**src/rtl/button_press_duration_classifier_macros.svh**
```systemverilog
// Assertion helpers for the button press classifier.
`ifndef BUTTON_PRESS_DURATION_CLASSIFIER_MACROS_SVH
`define BUTTON_PRESS_DURATION_CLASSIFIER_MACROS_SVH

// Same-cycle implication, checked outside reset
`define BPDC_ASSERT_NOW(lbl, ante, cons, msg) \
  lbl: assert property (@(posedge clk) disable iff (rst) (ante) |-> (cons)) else $error(msg);

// Next-cycle implication, checked outside reset
`define BPDC_ASSERT_NEXT(lbl, ante, cons, msg) \
  lbl: assert property (@(posedge clk) disable iff (rst) (ante) |=> (cons)) else $error(msg);

`endif

```
**src/rtl/bpdc_pkg.sv**
```systemverilog
package bpdc_pkg;

  // Field widths
  localparam int unsigned TimeW   = 32;
  localparam int unsigned CountW  = 4;
  localparam int unsigned EventW  = 2;
  localparam int unsigned CfgIdxW = 8;
  localparam int unsigned CfgDatW = 32;
  localparam int unsigned InDatW  = 40;
  localparam int unsigned OutDatW = 8;

  // Event codes
  typedef enum logic [EventW-1:0] {
    EV_NONE   = 2'd0,
    EV_WAKE   = 2'd1,
    EV_PAIR   = 2'd2,
    EV_FORGET = 2'd3
  } event_t;

  // Register indexes
  localparam logic [CfgIdxW-1:0] REG_STABLE_COUNT = 8'd0;
  localparam logic [CfgIdxW-1:0] REG_SHORT_MIN    = 8'd1;
  localparam logic [CfgIdxW-1:0] REG_LONG_MIN     = 8'd2;
  localparam logic [CfgIdxW-1:0] REG_VLONG_MIN    = 8'd3;

  // Register reset values
  localparam logic [CountW-1:0] STABLE_COUNT_RST = 4'd5;
  localparam logic [TimeW-1:0]  SHORT_MIN_RST    = 32'd50;
  localparam logic [TimeW-1:0]  LONG_MIN_RST     = 32'd2000;
  localparam logic [TimeW-1:0]  VLONG_MIN_RST    = 32'd10000;

endpackage

```
**src/rtl/button_press_duration_classifier.sv**
```systemverilog
// Items pass the input register, then the result register. Throughput: one item per
// cycle while the result stream is not stalled; the debounce state updates in one
// step per item. Every input item produces exactly one result item.
// Reset (rst, synchronous, active high) clears the debounce state, empties both
// registers and restores the thresholds to 5, 50, 2000 and 10000.
module button_press_duration_classifier (
  input  logic                            clk,
  input  logic                            rst,
  // Configuration write channel
  input  logic                            cfg_valid,
  output logic                            cfg_ready,
  input  logic [bpdc_pkg::CfgIdxW-1:0]    cfg_index,
  input  logic [bpdc_pkg::CfgDatW-1:0]    cfg_data,
  // Input stream
  input  logic                            s_axis_tvalid,
  output logic                            s_axis_tready,
  // fields from bit 0: raw_pressed[0], time_ms[32:1], zero pad [39:33]
  input  logic [bpdc_pkg::InDatW-1:0]     s_axis_tdata,
  // Result stream
  output logic                            m_axis_tvalid,
  input  logic                            m_axis_tready,
  // fields from bit 0: event_res[1:0], zero pad [7:2]
  output logic [bpdc_pkg::OutDatW-1:0]    m_axis_tdata
);
  import bpdc_pkg::*;

  // Configuration registers
  logic [CountW-1:0] stable_count_needed;
  logic [TimeW-1:0]  short_press_min_ms;
  logic [TimeW-1:0]  long_press_min_ms;
  logic [TimeW-1:0]  very_long_press_min_ms;

  // Debounce state
  logic              seeded,          seeded_next;
  logic              debounced_level, debounced_level_next;
  logic              candidate_level, candidate_level_next;
  logic [CountW-1:0] equal_count,     equal_count_next;
  logic [TimeW-1:0]  press_time,      press_time_next;

  // Input register
  logic              in_valid;
  logic              in_raw;
  logic [TimeW-1:0]  in_time;

  // Result register
  logic              out_valid;
  event_t            out_event;
  event_t            event_next;

  logic              advance;
  logic [CountW-1:0] count_inc;
  logic [TimeW-1:0]  duration;
  logic              ev_shown;

  assign cfg_ready     = 1'b1;
  assign advance       = in_valid && (!out_valid || m_axis_tready);
  assign s_axis_tready = !in_valid || advance;
  assign m_axis_tvalid = out_valid;
  assign m_axis_tdata  = {{(OutDatW-EventW){1'b0}}, out_event};

  // Register writes
  always_ff @(posedge clk) begin
    if (rst) begin
      stable_count_needed    <= STABLE_COUNT_RST;
      short_press_min_ms     <= SHORT_MIN_RST;
      long_press_min_ms      <= LONG_MIN_RST;
      very_long_press_min_ms <= VLONG_MIN_RST;
    end else if (cfg_valid) begin
      unique case (cfg_index)
        REG_STABLE_COUNT: stable_count_needed    <= cfg_data[CountW-1:0];
        REG_SHORT_MIN:    short_press_min_ms     <= cfg_data[TimeW-1:0];
        REG_LONG_MIN:     long_press_min_ms      <= cfg_data[TimeW-1:0];
        REG_VLONG_MIN:    very_long_press_min_ms <= cfg_data[TimeW-1:0];
        default: ;
      endcase
    end
  end

  // Input register
  always_ff @(posedge clk) begin
    if (rst) begin
      in_valid <= 1'b0;
    end else if (s_axis_tready) begin
      in_valid <= s_axis_tvalid;
    end
  end

  always_ff @(posedge clk) begin
    if (s_axis_tvalid && s_axis_tready) begin
      in_raw  <= s_axis_tdata[0];
      in_time <= s_axis_tdata[TimeW:1];
    end
  end

  // Debounce step and duration class for the registered item
  assign count_inc = (equal_count < stable_count_needed) ? equal_count + 1'b1 : equal_count;
  assign duration  = in_time - press_time;

  always_comb begin
    seeded_next          = seeded;
    debounced_level_next = debounced_level;
    candidate_level_next = candidate_level;
    equal_count_next     = equal_count;
    press_time_next      = press_time;
    event_next           = EV_NONE;
    if (!seeded) begin
      seeded_next          = 1'b1;
      debounced_level_next = in_raw;
      candidate_level_next = in_raw;
      equal_count_next     = stable_count_needed;
      if (in_raw) press_time_next = in_time;
    end else if (in_raw != candidate_level) begin
      candidate_level_next = in_raw;
      equal_count_next     = {{(CountW-1){1'b0}}, 1'b1};
    end else begin
      equal_count_next = count_inc;
      if (!(count_inc < stable_count_needed) && (in_raw != debounced_level)) begin
        debounced_level_next = in_raw;
        if (in_raw) begin
          press_time_next = in_time;
        end else if (duration >= very_long_press_min_ms) begin
          event_next = EV_FORGET;
        end else if (duration >= long_press_min_ms) begin
          event_next = EV_PAIR;
        end else if (duration >= short_press_min_ms) begin
          event_next = EV_WAKE;
        end
      end
    end
  end

  // State update, one item per advance
  always_ff @(posedge clk) begin
    if (rst) begin
      seeded          <= 1'b0;
      debounced_level <= 1'b0;
      candidate_level <= 1'b0;
      equal_count     <= '0;
      press_time      <= '0;
    end else if (advance) begin
      seeded          <= seeded_next;
      debounced_level <= debounced_level_next;
      candidate_level <= candidate_level_next;
      equal_count     <= equal_count_next;
      press_time      <= press_time_next;
    end
  end

  // Result register
  always_ff @(posedge clk) begin
    if (rst) begin
      out_valid <= 1'b0;
    end else if (advance) begin
      out_valid <= 1'b1;
    end else if (m_axis_tready) begin
      out_valid <= 1'b0;
    end
  end

  always_ff @(posedge clk) begin
    if (advance) begin
      out_event <= event_next;
    end
  end

  // Checks
  `include "button_press_duration_classifier_macros.svh"

  assign ev_shown = out_valid && (out_event != EV_NONE);

  `BPDC_ASSERT_NOW(a_event_after_release, ev_shown, !debounced_level, "event while pressed")
  `BPDC_ASSERT_NEXT(a_seeded_after_item, advance, seeded, "state not seeded after an item")
  `BPDC_ASSERT_NOW(a_no_result_unseeded, !seeded, !out_valid, "result present before any item")

endmodule
```
**config.mk**
```make
export PLATFORM = sky130hd
export DESIGN_NAME = button_press_duration_classifier
export DESIGN_NICKNAME = d
export VERILOG_FILES = /design/src/rtl/bpdc_pkg.sv /design/src/rtl/button_press_duration_classifier.sv
export VERILOG_INCLUDE_DIRS = /design/src /design/src/rtl
export SDC_FILE = /design/constraint.sdc
export NUM_CORES = 1
export LEC_CHECK = 0
export BUFFER_PORTS_ARGS = -buffer_cell sky130_fd_sc_hd__buf_2
export CAP_MARGIN = 20
export CELL_PAD_IN_SITES_DETAIL_PLACEMENT = 2
export CELL_PAD_IN_SITES_GLOBAL_PLACEMENT = 2
export CORE_ASPECT_RATIO = 0.5
export CORE_UTILIZATION = 30
export DETAILED_ROUTE_END_ITERATION = 7
export HOLD_SLACK_MARGIN = 0.05
export PLACE_DENSITY_LB_ADDON = 0.25
export SLEW_MARGIN = 20
export SYNTH_ARGS = -nofsm -noshare
export SYNTH_HDL_FRONTEND = slang
export SYNTH_SLANG_ARGS = --single-unit
```
**constraint.sdc**
```tcl
create_clock -name clk -period 5.5 [get_ports clk]
set_clock_uncertainty 0.15 [all_clocks]
set_input_delay 0.55 -clock clk [delete_from_list [all_inputs] [get_ports clk]]
set_output_delay 0.55 -clock clk [all_outputs]
set_load 0.005 [all_outputs]
```
Word-level counts from Yosys, hierarchy flattened:

Cells that the tools add are included.

* $add $sub $neg: 2
* $mul: 0
* divide/modulo/power cells: 0
* $lt $le $gt $ge: 5
* eq/ne operators: 8
* shift-type cells: 0
* muxes and demuxes: 17
* bitwise gates (word level): 2
* reductions and logical operators: 17

Operator list (number)
* $mux 32: 4
* $ge 32x32->1: 3
* $sub 32x32->32: 1
* $eq 8x2->1 const B: 2
* $mux 4: 3
* $reduce_and 2->1: 5
* $eq 8x1->1 const B: 1
* $logic_not 8->1: 1
* $lt 4x4->1: 2
* $mux 1: 8
* $add 4x1->4 const B: 1
* $mux 2: 2
* $ne 2x1->1 const B: 2
* $reduce_or 4->1: 1
* $logic_and 1x1->1: 3
* $logic_not 1->1: 3
* $reduce_and 3->1: 1
* $logic_or 1x1->1: 2
* $ne 1x1->1: 2
* $ne 2x2->1 const B: 1
* $not 1->1: 2
* $reduce_bool 2->1: 1

* bits in registers: 176
* bits in latches: 0
* memory bits (writable): 0
* bits in read-only memories: 0
* input port bits: 85
* output and inout bits: 11
* word-level logic and storage cells: 65
* memories kept: 0

Longest topological paths before layout:

Gate-level depths: netlist (run 1).

* depth in word-level cells: 8
* gate-level depth with buffers: 21
* mapped depth without buffers: 21

Worst setup path after synthesis (run 1):

OpenSTA, ideal clock, no wires.

* kind: register -> register
* from: register in_time[1]
* to: register out_event[0] (data pin)
* setup time: 268 ps
* arrival time: 3982 ps
* slack: 1100 ps
* cell stages (with the launch flop): 19
* buffers on the path: 0
* period minus slack after synthesis: 4400 ps
* cells stage by stage: edfxtp_1 -> ha_1 -> nor2b_1 -> o31a_1 -> o31ai_4 -> o21ai_2 -> a221oi_4 -> o21bai_1 -> a311oi_1 -> xnor2_1 -> ha_1 -> a21o_1 -> a21o_1 -> a2111oi_0 -> o211ai_1 -> a221oi_1 -> o21ai_0 -> nand3_1 -> a21oi_1

* word-level cells in the longest chain between the ends: 5
* elaborated cells on any way between the ends: 7
* those cells by class: add/sub: 1; order compare: 3; mux: 3

RTL lines
* start, declared: RTL line button_press_duration_classifier.sv:43 `logic [TimeW-1:0] in_time;`
* start signal, assigned: RTL line button_press_duration_classifier.sv:91 `in_time <= s_axis_tdata[TimeW:1];`
* $sub 32x32->32 *: RTL line button_press_duration_classifier.sv:97 `assign duration = in_time - press_time;`
* $ge 32x32->1: RTL line button_press_duration_classifier.sv:125 `end else if (duration >= short_press_min_ms) begin`
* $mux 1: RTL line button_press_duration_classifier.sv:125
* $mux 2: RTL line button_press_duration_classifier.sv:123 `end else if (duration >= long_press_min_ms) begin`
* $mux 2 *: RTL line button_press_duration_classifier.sv:121 `end else if (duration >= very_long_press_min_ms) begin`
* end signal, assigned: RTL line button_press_duration_classifier.sv:162 `out_event <= event_next;`
* end, declared: RTL line button_press_duration_classifier.sv:47 `event_t out_event;`

Every way passes the cells marked *; elsewhere a longest branch is shown, timed or not.
A chain may end at the register's enable or synchronous reset.

Final worst setup path (run 1):

Ends and elaborated chain as after synthesis.

==> metrics.md, run 1 <==
| Metric | Value |
|---|---|
| Post-route insts no fill | `1,808` |
| Die area | `0.0364 mm^2` |
| CP Data Arrival Time | `5.18 ns` |
| Largest net degree at the start of global routing | `between 100 and 150` |
| Crit-path max cell delay | `about 0.45 ns` |
| Setup TNS | `0 ns` |
| Syn_area_per_cell | `around 8.5 um^2` |
| Hold Violations, Final | `0` |
| Layout cells sized above 1 | `between 10% and 20%` |
| CTS Buf Count | `17` |
| Post-cts hold buffer count | `0` |
| Initial DRT Pass Iterations | `4` |
| Synthesis Warnings | `0` |
| GRT Total Usage | `between 10% and 20%` |
| Dpl hpwl | `25.5 mm` |
| Fin crit share | `93.5%` |
| DRC viols | `0` |
| CP Launch Type | `register` |
| Synth area leader | `dfxtp_1` |
| Initial DRC Count | `between 400 and 500` |
| Setup crit end kind | `register` |
| Number of H-tree levels | `4` |
| List of most frequent post-synthesis cells | `205 x nand2_1, 147 x inv_1, 141 x dfxtp_1` |
| Post-synth top area share | `about a quarter` |
| Post-CTS setup buffer count | `0` |
| Placed cells | `between 1,500 and 2,000` |
| Slew @ Worst Pin | `just under 1 ns` |
| CTS Buffer Depth | `2` |
| Core area | `around 0.035 mm^2` |
| I/O pin cnt | `96` |
| F_max | `195 MHz` |
| Worst-path cell chain | `ha_1, nor2b_1, o31a_1, o31ai_4, o21ai_2, a221oi_4, o21bai_1, a311oi_1, xnor2_1, ha_1, a21o_1, a21o_1, a2111oi_2, o211ai_1, a221oi_1, o21ai_0, nand3_1, a21oi_1` |
| Die Y-Extent | `approximately 140 um` |
| WP data required | `between 5 and 6 ns` |
| Synthesized area | `0.0107 mm^2` |
| Clock slew at reported path FFs | `~0.070 ns` |
| PwrDens | `roughly 290 mW/mm^2` |
| Maximum vdd drop | `0.217 mV` |
| FP Rows | `48` |
| Ys async rst share | `0%` |
| Number of nets with antenna violations after routing | `0` |
| Status | `finished, final reports clean` |
| Vias in the first global route | `roughly 10,000` |
| Final min period | `5.14 ns` |
| CTS tree | `done` |
| Reg-to-reg startpoint | `in_time[1]$_DFFE_PP_` |
| # clock sinks | `between 150 and 200` |
| Initial antenna violation count | `2` |
| RSZ-0062 raised after global routing | `false` |
| Fillers | `3,896` |
| Worst Setup SP | `in_time[1]$_DFFE_PP_` |
| Max Slew Vio Count | `0` |
| Avg WL per Cell | `about 19 um` |
| HP Class | `in -> reg` |
| Number of vias per cell | `roughly 5` |
| Worst hold slack | `about 0.12 ns` |
| Post-placement cell area | `~0.012 mm^2` |
| Initial cell density of the core | `just over 30%` |
| Skew-Pair Late Insertion Delay | `0.45 ns` |
| Top post-synthesis cells by area | `dfxtp_1 26%, ha_1 16%, edfxtp_1 9.8%` |
| Number of synthesized register bits | `around 180` |
| Post-synth cell types | `65` |
| DR vias | `roughly 9,000` |
| Port bufs | `81` |
| Total grt overflow | `0` |
| HP Start | `s_axis_tdata[9]` |
| Final Cell Area | `0.0122 mm^2` |
| CP Max Fanout | `4` |
| Crit Path Category | `reg -> reg` |
| Final setup fails | `0` |
| Most numerous cell in the Yosys netlist | `nand2_1` |
| Sequential area share after synthesis | `a little over a third` |
| Rel. slew slack | `about a third` |
| RePlAce Congestion | `0.854` |
| LEAKAGE | `between 4 and 5 nW` |
| First-pass GRT wire length | `approximately 55 mm` |
| Root buffer cell | `clkbuf_16` |
| Number of synthesized flops with an enable pin | `35` |
| Drt total wl | `between 30 and 40 mm` |
| Max-cap violations | `0` |
| Cells after synthesis | `roughly 1,300` |
| Layout area overhead | `14.1%` |
| Synth Flop Type | `dfxtp_1` |
| Die W | `269 um` |
| CP max-delay cell | `edfxtp_1` |
| Nets@finish | `1,539` |
==> kinds of logic after synthesis <==
kind of cell / count (synthesis) / share of synthesized area, %
xor+xnor: 32 / 2.62
other cells: 2 / 0.0703
buf+inv: 197 / 7.75
simple gates: 397 / 17.6
fa+ha+maj: 136 / 16.0
mux: 36 / 3.39
compound gates: 278 / 16.3
flops: 176 / 36.3
==> routing by layer <==
layer	vias up	global-route usage (%)	wire [um]
met5	-	0	0
met4	0	5.40	496
met3	29	3.29	1490
met2	105	33.5	16200
met1	4487	26.1	16400
li1	4358	-	-
==> layout make-up <==
class	instances	area, um^2	area share, %
Tap cell	475	594	4.88
Sequential cell	176	3870	31.8
Timing Repair Buffer	90	488	4.00
Inverter	147	552	4.53
Multi-Input combinational cell	886	6030	49.5
Clock inverter	6	87.6	0.719
Clock buffer	26	553	4.54
Antenna cell	2	5.00	0.0411
==> sequential cells by signal (all words and copies together) (netlist names), 2 cells and up <==
name and flops:
out_event 2, press_time 32, equal_count 4, very_long_press_min_ms 32
in_time 32, long_press_min_ms 32, stable_count_needed 4, short_press_min_ms 32
==> metrics by stage <==
| stage | total power, W | util (%) | setup slack, ns |
|---|---|---|---|
| after floorplan | 0.00187 | - | 1.10 |
| after global placement | 0.00209 | 33.1 | 0.308 |
| after detailed placement | 0.00214 | 33.1 | 0.174 |
| after CTS | 0.00352 | 35.0 | 0.0458 |
| after global routing | 0.00366 | 35.0 | 0.0424 |
| final | 0.00348 | 35.0 | 0.360 |
==> what timing repair did <==
action | CTS | global route
endpoints found under the setup margin | 0 | 1
endpoints found under the hold margin | 0 | 0
resized for setup | 0 | 5
==> worst max-delay path, delay by kind of cell (launching register included) <==
family / cells / cell delay, ns
xor+xnor: 1 / 0.41
simple gates: 2 / 0.24
compound gates: 13 / 2.93
fa+ha+maj: 2 / 0.67
flops: 1 / 0.45
==> path summary, 6_finish.rpt <==
check	endpoint	slack, ns	cells past startpoint
worst max-delay path	out_event[0]$_SDFFCE_PP0P_	0.36	18
worst min-delay path	in_time[8]$_DFFE_PP_	0.12	1
worst max register to register	out_event[0]$_SDFFCE_PP0P_	0.36	18
worst min register to register	long_press_min_ms[26]$_SDFFE_PP0P_	0.31	2
==> cell usage in the layout (no fill, tap or decap), types with 10 or more instances in the layout <==
cell type | synthesis | final
nand2_1 | 205 | 205
inv_1 | 147 | 147
dfxtp_1 | 141 | 141
a21oi_1 | 138 | 138
ha_1 | 135 | 135
buf_2 | 3 | 80
nand2b_1 | 73 | 73
a21o_1 | 41 | 41
nor2_1 | 42 | 40
mux2i_1 | 35 | 35
edfxtp_1 | 35 | 35
o21ai_0 | 32 | 32
xnor2_1 | 25 | 23
clkbuf_16 | 0 | 20
nand4_1 | 17 | 17
nand3_1 | 14 | 13
o211ai_1 | 10 | 10
nand3b_1 | 10 | 10
==> power by group <==
| part | leakage [nW] | internal, W | switching, W |
|---|---|---|---|
| clock | 0.313 | 0.000790 | 0.000566 |
| combinational | 2.91 | 0.000299 | 0.000463 |
| sequential | 1.48 | 0.00135 | 0.0000200 |
| total | 4.70 | 0.00244 | 0.00105 |
No activity file was read; power rests on OpenSTA's default activity.
==> inputs of run 2 (changes only) <==
- CTS_BUF_LIST: default -> sky130_fd_sc_hd__clkbuf_16
- PLACE_DENSITY_LB_ADDON: 0.25 -> 0.1
==> metrics.md, run 2 (synthesized netlist as in run 1, its figures left out) <==
| Metric | Value |
|---|---|
| Maximum vdd drop | `0.198 mV (-8.7%)` |
| Die Y-Extent | `135 um (unchanged)` |
| Layout cells sized above 1 | `10.6% (-0.083 points)` |
| Port bufs | `81 (unchanged)` |
| Most frequent cells in the layout | `205 x nand2_1, 149 x inv_1, 141 x dfxtp_1, 138 x a21oi_1, 135 x ha_1` |
| Initial DRT Pass Iterations | `4 (unchanged)` |
| CTS tree | `done` |
| Largest net degree at the start of global routing | `104 (-7.1%)` |
| Crit-path max cell delay | `0.58 ns (+0.13 ns)` |
| Worst-path cell chain | `inv_1, ha_1, inv_1, fa_1, a211oi_1, o211ai_1, buf_4, a211oi_1, o21ai_1, a21oi_2, o31ai_1, a311oi_2, xnor2_1, ha_1, nand4_1, or4_1, a2111o_1, nand3_1, a21oi_1` |
| Dpl hpwl | `25.9 mm (+1.6%)` |
| CP Data Arrival Time | `5.24 ns (+0.06 ns)` |
| Setup crit end kind | `register` |
| Crit path depth | `19 (+1)` |
| DRC viols | `0 (unchanged)` |
| Rel. slew slack | `34.7% (+1.3 points)` |
| First-pass GRT wire length | `53.2 mm (-2.4%)` |
| Max Slew Vio Count | `0 (unchanged)` |
| Layout area overhead | `13.8%` |
| Worst setup endpoint | `out_event[0]$_SDFFCE_PP0P_` |
| R2R depth | `19 (+1)` |
| CP Max Fanout | `4 (unchanged)` |
| FP Rows | `48 (unchanged)` |
| HP Class | `in -> reg` |
| Die area | `0.0364 mm^2 (unchanged)` |
| Initial cell density of the core | `30.7% (unchanged)` |
| Buffers plus inverters on the worst setup path | `3 (+3)` |
| Setup TNS | `0 ns (unchanged)` |
| Skew-Pair Late Insertion Delay | `0.46 ns (about the same)` |
| F_max | `192 MHz (-1.1%)` |
| Avg WL per Cell | `18.9 um (-1.5%)` |
| Number of nets with antenna violations after routing | `0 (unchanged)` |
| Max-cap violations | `0 (unchanged)` |
| PwrDens | `279 mW/mm^2 (-2.3%)` |
| Top delay family on crit path | `compound AO/OA/AOI/OAI gates` |
| Post-cts hold buffer count | `0 (unchanged)` |
| Drt total wl | `34.1 mm (-1.3%)` |
| LEAKAGE | `4.69 nW (-0.34%)` |
| Reg-to-Reg End | `out_event[0]$_SDFFCE_PP0P_` |
| Number of vias per cell | `4.89 (-1.5%)` |
| Worst Setup SP | `in_time[0]$_DFFE_PP_` |
| Root buffer cell | `clkbuf_16` |
| I/O pin cnt | `96 (unchanged)` |
| Fin crit share | `94.5% (+1.0 points)` |
| Post-CTS setup buffer count | `0 (unchanged)` |
| RePlAce Congestion | `0.815 (-4.5%)` |
| Final min period | `5.20 ns (+0.0577 ns)` |
| Initial antenna violation count | `1 (-1)` |
| GRT Total Usage | `19.5% (-0.32 points)` |
| Setup ws final | `0.302 ns (-0.0577 ns)` |
| WP data required | `5.55 ns (about the same)` |
| Initial DRC Count | `343 (-19%)` |
| Most common cell after layout, fill and taps aside | `nand2_1` |
| Clock slew at reported path FFs | `0.07 ns (about the same)` |
| Number of H-tree levels | `4 (unchanged)` |
| CTS Buffer Depth | `2 (unchanged)` |
| Nets@finish | `1,540 (+0.065%)` |
| Reg-to-reg startpoint | `in_time[0]$_DFFE_PP_` |
| Vias in the first global route | `9,539 (-5.3%)` |
| CP Launch Type | `register` |
| Crit Path Category | `reg -> reg` |
| Status | `finished, final reports clean` |
| Hold Violations, Final | `0 (unchanged)` |
| Pre-CTS setup slack | `0.247 ns (+0.0732 ns)` |
| Slew @ Worst Pin | `0.972 ns (-0.0188 ns)` |
| Post-CTS sizing | `0 (unchanged)` |
| RSZ-0062 raised after global routing | `false` |
| Core area | `0.0348 mm^2 (unchanged)` |
| # clock sinks | `176 (unchanged)` |
| CP max-delay cell | `or4_1` |
| DR vias | `8,851 (-1.4%)` |
| Final setup fails | `0 (unchanged)` |
| Die W | `269 um (unchanged)` |
| Worst reg2reg setup slack | `0.30 ns (-0.06 ns)` |
| Total grt overflow | `0 (unchanged)` |
| CTS Buf Count | `17 (unchanged)` |
[run 2: cell types whose count changed in the layout (fill, tap and decap cells not counted), sizes merged]
cell	change
inv	+5
clkinvlp	+1
buf	+1
clkbuf	-8
diode	+1
clkinv	+2
[run 2: how the worst min path moves through the flow]
stage	slack (ns)	cells past startpoint	to	from
finish	0.11	1	in_time[26]$_DFFE_PP_	s_axis_tdata[27]
global route	0.08	1	in_time[13]$_DFFE_PP_	s_axis_tdata[14]
CTS	0.08	1	in_time[13]$_DFFE_PP_	s_axis_tdata[14]
detailed placement	0.30	2	very_long_press_min_ms[16]$_SDFFE_PP0P_	very_long_press_min_ms[16]$_SDFFE_PP0P_
global placement	0.29	2	very_long_press_min_ms[2]$_SDFFE_PP0P_	very_long_press_min_ms[2]$_SDFFE_PP0P_
floorplan	0.28	2	very_long_press_min_ms[11]$_SDFFE_PP0P_	very_long_press_min_ms[11]$_SDFFE_PP0P_
[run 2: metrics by stage]
step | utilization [%] | instance area (um^2) | power [W] | hold slack, ns | instances
2_1_floorplan | - | 10700 | 0.00187 | 0.282 | 1259
3_3_place_gp | 33.2 | 11500 | 0.00210 | 0.289 | 1775
3_5_place_dp | 33.2 | 11500 | 0.00214 | 0.299 | 1775
4_1_cts | 34.9 | 12100 | 0.00344 | 0.0810 | 1807
5_1_grt | 34.9 | 12100 | 0.00357 | 0.0834 | 1808
6_report | 34.9 | 12200 | 0.00339 | 0.111 | 1810
[run 2: layout make-up]
| cell class | instances | area [um^2] |
|---|---|---|
| diodes | 3 | 7.51 |
| clock buffers | 18 | 450 |
| clock inverters | 14 | 136 |
| fillers | 3916 | 22600 |
| inverters | 147 | 552 |
| multi-input cells | 886 | 6030 |
| flip-flops and latches | 176 | 3870 |
| well taps | 475 | 594 |
| repair buffers | 91 | 508 |
[run 2: metal layers]
| layer | up-vias | track usage, % | wire (um) |
|---|---|---|---|
| met5 | - | 0 | 0 |
| met3 | 22 | 3.13 | 905 |
| met1 | 4386 | 28.1 | 18000 |
| met4 | 0 | 4.67 | 346 |
| li1 | 4365 | - | - |
| met2 | 78 | 30.3 | 14900 |
[run 2: report_power, final]
part / internal [W] / switching (W)
clock network: 0.000695 / 0.000577
registers: 0.00135 / 0.0000196
logic: 0.000298 / 0.000457
[run 2: worst register-to-register path: cells and delay by family, from the launching register on]
kind	cells	cell delay (ns)
flops	1	0.39
fa+ha+maj	3	0.92
simple gates	3	0.84
buf+inv	3	0.31
compound gates	9	2.15
xor+xnor	1	0.18
